## src/rtl/pvif_pkg.sv

```systemverilog
`timescale 1ns / 1ps
// ----------------------------------------------------------------------------
// pvif_pkg - shared types and constants for the phase vocoder frequency core
// Field widths, the CORDIC angle table, register indexes and stage types.
// ----------------------------------------------------------------------------
package pvif_pkg;

  localparam int MaxBins     = 1024;
  localparam int BinW        = $clog2(MaxBins);
  localparam int PhaseW      = 16;
  localparam int SampleW     = 24;
  localparam int FreqW       = 18;
  localparam int HopW        = 11;
  localparam int Log2W       = 4;
  localparam int CfgDataW    = 11;
  localparam int CordicSteps = 28;
  localparam int CordicW     = 34;  // |x|,|y| stay below 2^31 after gain
  localparam int DivSteps    = 16;  // magnitude of the scaled deviation fits 16 bits
  localparam int DivW        = 16;

  // Register indexes on the configuration port
  localparam logic REG_HOP   = 1'b0;
  localparam logic REG_LOG2N = 1'b1;

  // atan(2^-i) in units of 2*pi/2^32
  localparam logic [31:0] ATAN_TAB [CordicSteps] = '{
    32'd536870912, 32'd316933406, 32'd167458907, 32'd85004756, 32'd42667331,
    32'd21354465,  32'd10679838,  32'd5340245,   32'd2670163,  32'd1335087,
    32'd667544,    32'd333772,    32'd166886,    32'd83443,    32'd41722,
    32'd20861,     32'd10430,     32'd5215,      32'd2608,     32'd1304,
    32'd652,       32'd326,       32'd163,       32'd81,       32'd41,
    32'd20,        32'd10,        32'd5
  };

  // Data held by one CORDIC cell
  typedef struct packed {
    logic                      valid;
    logic [BinW-1:0]           j;
    logic                      first;
    logic                      zero;
    logic signed [CordicW-1:0] x;
    logic signed [CordicW-1:0] y;
    logic [31:0]               z;
  } cordic_t;

  // Data held by one divider cell
  typedef struct packed {
    logic            valid;
    logic [BinW-1:0] j;
    logic            neg;
    logic [HopW-1:0] rem;
    logic [DivW-1:0] n;
    logic [DivW-1:0] q;
  } div_t;

endpackage

```

## src/rtl/pvif_div_cell.sv

```systemverilog
`timescale 1ns / 1ps
// ----------------------------------------------------------------------------
// pvif_div_cell - one restoring division step
// Brings down one dividend bit, subtracts the hop size where it fits.
// ----------------------------------------------------------------------------
module pvif_div_cell (
  input  logic                        clk,
  input  logic                        rst,
  input  logic                        en,
  input  logic [pvif_pkg::HopW-1:0]   hop,
  input  pvif_pkg::div_t              din,
  output pvif_pkg::div_t              dout
);

  logic [pvif_pkg::HopW:0] trial;
  logic [pvif_pkg::HopW:0] diff;
  logic                    fits;
  pvif_pkg::div_t          dout_next;

  assign trial = {din.rem, din.n[pvif_pkg::DivW-1]};
  assign diff  = trial - {1'b0, hop};
  assign fits  = (trial >= {1'b0, hop});

  always_comb begin
    dout_next     = din;
    dout_next.rem = fits ? diff[pvif_pkg::HopW-1:0] : trial[pvif_pkg::HopW-1:0];
    dout_next.n   = {din.n[pvif_pkg::DivW-2:0], 1'b0};
    dout_next.q   = {din.q[pvif_pkg::DivW-2:0], fits};
  end

  always_ff @(posedge clk) begin
    if (rst) begin
      dout.valid <= 1'b0;
    end else if (en) begin
      dout <= dout_next;
    end
  end

endmodule

```

## config.mk

```make
export PLATFORM = sky130hd
export DESIGN_NAME = pvif_div_cell
export DESIGN_NICKNAME = d
export VERILOG_FILES = /design/src/rtl/pvif_pkg.sv /design/src/rtl/pvif_div_cell.sv
export SDC_FILE = /design/constraint.sdc
export NUM_CORES = 1
export LEC_CHECK = 0
export ABC_AREA = 0
export BUFFER_PORTS_ARGS = -buffer_cell sky130_fd_sc_hd__buf_2
export CAP_MARGIN = 20
export CORE_MARGIN = 4
export CORE_UTILIZATION = 50
export CTS_BUF_LIST = sky130_fd_sc_hd__clkbuf_2
export DETAILED_ROUTE_END_ITERATION = 8
export PLACE_DENSITY = 0.87
export SLEW_MARGIN = 20
export SYNTH_ARGS = -nofsm -noshare
export SYNTH_HDL_FRONTEND = slang
export SYNTH_SLANG_ARGS = --single-unit
```

## constraint.sdc

```tcl
create_clock -name clk -period 8.1 [get_ports clk]
set_input_delay 1.62 -clock clk [delete_from_list [all_inputs] [get_ports clk]]
set_output_delay 1.62 -clock clk [all_outputs]
set_load 0.005 [all_outputs]
```

---- After elaboration in Yosys (flattened, before gate mapping) ----
Index checks and enable logic that the tools add are counted.
word-level totals
  bits in registers ....................... 54
  output and inout bits ................... 55
  word-level logic and storage cells ...... 11
  input port bits ......................... 69
cells by class
  bitwise gates (word level) .............. 1
  magnitude comparators ................... 1
  add/subtract/negate cells ............... 1
  reductions and logical operators ........ 1
  mux-type cells .......................... 1
operators by type and width
  operator                        number
  >= comparator 12 x 11 -> 1 bit  1
  two-way mux 11 bit              1
  subtractor 11 bit               1
  AND reduction 2 bit             1
  inverter 1 bit                  1

---- Longest topological paths before layout ----
  depth after elaboration ................. 2
  mapped depth ............................ 10
  gate-level depth less buffers ........... 9

---- Worst setup path before layout ----
OpenSTA, ideal clock, no wires.
  kind .................................... input to register
  start ................................... input port rst
  end ..................................... register dout[0] (netlist bit) (enable)
  setup slack ............................. 3.632 ns
  library setup time ...................... 0.471 ns
  stages .................................. 1
  data arrival time ....................... 3.997 ns
  cells stage by stage .................... nor2b_1
between the ends
  longest elaborated chain between the ends .. 2
RTL lines
  what                           RTL line             RTL
  from (decl)                    pvif_div_cell.sv:8   input logic rst,
  inverter 1 bit (no line)       -
  AND reduction 2 bit (no line)  -
  to (signal assigned)           pvif_div_cell.sv:35  dout <= dout_next;
  to (decl)                      pvif_div_cell.sv:12  output pvif_pkg::div_t dout
Every way passes these cells.
A chain may end at the register's enable or synchronous reset.

==> flow_metrics.tcl <==
set metrics [dict create \
    cp-start-kind "primary input" \
    start_util_pct 53.2 \
    die-area_sq_um 5970 \
    synth-compound-area-share_pct 11.4 \
    hold_path.class "flip-flop to flip-flop" \
    comb_power_share_pct 20.2 \
    final.setup.worst_slack_ns 4.55 \
    globalRouteOverflowTotal 0 \
    fmax_mhz 282 \
    gp_congestion 0.751 \
    cp-end-kind "flip-flop" \
    dp_hpwl_mm 4.50 \
    grt_pass1_wl_mm 8.50 \
    synth_mux_area_share_pct 0.418 \
    cts.clk_slew.worst_paths_ns 0.23 \
    largest_reg_flops 54 \
    finalMaxSlewViolations 0 \
    drt_iter0_markers 76 \
    syn_avg_cell_area_sq_um 14.2 \
    wl_mm 5.41 \
    path_class "primary input to flip-flop" \
    synth_cell_type_count 39 \
    clock-sinks 54 \
    rsz0062_at_grt "no" \
    required_ns 8.27 \
    synth_seq_cells 54 \
    period_needed_ns 3.55 \
    largestRegisters "dout (54)" \
    powerDensity_nw_per_um2 175 \
    track_usage_pct 18.3 \
    die_h_um 77.2 \
    final_area_sq_um 3090 \
    placed_area_sq_um 3050 \
    hold_buffers 0 \
    r2r_cells 2 \
    seq_area_frac_synth_pct 67.2 \
    seqPwrFrac_pct 62.1 \
    worstMarginPinSlew_ns 1.04 \
    post-route-util_pct 68.7 \
    grt_max_degree 38 \
    drc 0 \
    nets 376 \
    core_sq_um 4500 \
    final_cell_mix "buf_2 (121), edfxtp_1 (53), nand2_1 (19), inv_1 (16), ha_1 (11)" \
    yosys.area_share.simple_pct 8.25 \
    p_int_w 0.000402 \
    synth_cells 169 \
    finalSetupViolations 0 \
    max_slew_margin_pct 30.4 \
    drive_gt1_share_pct 48.1 \
    areaGrowthSynthToFinish_pct 29.0 \
    antenna_found_initial 0 \
    diodes 0 \
    syn-num-nets 250 \
    ant_nets 0 \
    wl_per_cell_um 15.6 \
    vias 1759 \
    status "complete, no violations" \
    cap_viol_max_count 0 \
    drtPass1Iterations 4 \
    synth_area_sq_um 2400 \
    skew_ns 0 \
    clk_path_buf_depth 2 \
    portBuffers 121 \
    cts_tree "yes" \
    p_leak_nw 1.39 \
    cts_buffers 5 \
    swShare_pct 25.8 \
    post_cts_resized 0 \
    p_sw_w 0.000140 \
    clkPwrFrac_pct 17.7 \
    arrival_ns 3.71 \
    final_common_cell "buf_2" \
    synth_fa_ha_area_share_pct 6.58 \
    place_ws_ns 4.08 \
    pin_count 124 \
    tns_ns 0 \
    cts_setup_buffers 0 \
    dieWidth_um 77.2 \
    ys_warn_count 0 \
    cp_max_fo 21 \
    vdd_ir_drop_max_mv 0.0593 \
    viasPerCell 5.07 \
    finalHoldViolCount 0 \
    finalCritPeriodShare_pct 43.8 \
    h-tree-depth 2 \
    cts_root_buf "clkbuf_2" \
    synth_xor_area_share_pct 2.19 \
    core.rowCount 24 \
    regMostFlops "dout" \
    min_path_cells 2 \
    worstSkewPairLatency_ns 0.40 \
    synth_top_family_by_area "compound AO/OA/AOI/OAI gates" \
    grt_pass1_vias 1690 \
]
cell families after synthesis:
| family | Yosys count |
|---|---|
| flops | 54 |
| simple gates | 41 |
| buf+inv | 19 |
| compound gates | 35 |
| xor+xnor | 6 |
| other cells | 1 |
| mux | 1 |
| fa+ha+maj | 12 |
per-layer routing:
layer	GRT usage, %	vias to the layer above	wire (um)
met4	4.27	0	35
met5	0	-	0
li1	-	871	-
met1	18.4	808	1900
met2	34.8	75	2850
met3	7.38	5	617
final timing paths:
| kind | start | to | slack, ns |
|---|---|---|---|
| worst max-delay path | din[31] | dout[36] | 4.55 |
| worst min-delay path | dout[54] | dout[54] | 0.53 |
| worst max register to register | dout[54] | dout[54] | 7.51 |
| worst min register to register | dout[54] | dout[54] | 0.53 |
area by class of cell:
| cell class | count | area [sq um] |
|---|---|---|
| clock inverter | 2 | 15.0 |
| fill | 330 | 1410 |
| sequential | 54 | 1610 |
| inverter | 16 | 60.1 |
| clock buffer | 5 | 25.0 |
| multi-input combinational | 96 | 703 |
| timing repair buffer | 122 | 613 |
| tap | 52 | 65.1 |
through the flow:
stage | hold slack (ns) | total power [W] | std cells
finish | 0.526 | 0.000542 | 347
global route | 0.567 | 0.000574 | 347
CTS | 0.530 | 0.000546 | 347
detailed placement | 0.479 | 0.000454 | 340
global placement | 0.471 | 0.000449 | 340
floorplan | 0.485 | 0.000408 | 169
power groups by stage:
stage | Combinational [W] | Clock (W) | Sequential (W)
final | 0.000110 | 0.0000957 | 0.000337
after CTS | 0.000111 | 0.0000985 | 0.000337
after detailed placement | 0.000111 | 0 | 0.000344
after global routing | 0.000122 | 0.000113 | 0.000339
after floorplan | 0.0000603 | 0 | 0.000348
after global placement | 0.000107 | 0 | 0.000342
cell usage after synthesis:
master     count  area, sq um
a21o_1         2         15.0
a21oi_2        1         8.76
xnor2_1        2         17.5
nand4_1        3         18.8
nor3_1         1         5.00
buf_6          2         22.5
buf_4          1         7.51
o2bb2ai_2      1         15.0
nor4_1         1         6.26
o2111ai_1      1         8.76
inv_1         16         60.1
nand2b_1       3         18.8
a311oi_2       1         15.0
nor2b_1        3         18.8
a31oi_1        1         6.26
conb_1         1         3.75
o21ai_1        2         10.0
and3_1         2         12.5
edfxtp_1      53         1590
xor2_1         4         35.0
nor4bb_1       1         10.0
o31ai_1        2         15.0
nor2_1         6         22.5
o21ai_0        3         15.0
fa_1           1         20.0
o21ai_2        8         70.1
dfxtp_1        1         20.0
mux2i_1        1         10.0
o221ai_2       1         15.0
o211a_1        1         10.0
o21a_1         1         7.51
o41ai_1        1         8.76
a21oi_1        6         30.0
ha_1          11          138
nand2_1       19         71.3
o211ai_1       2         15.0
and2b_1        1         7.51
o31a_1         1         8.76
or2_1          1         6.26
worst max-delay path, stage by stage:
cell,delay (ns)
buf_2,0.11
inv_1,0.05
ha_1,0.18
fa_1,0.22
and2b_1,0.21
o21ai_2,0.14
a311oi_2,0.15
o2bb2ai_2,0.85
o31ai_1,0.18
Note: power is estimated with default switching activity, not from simulation.
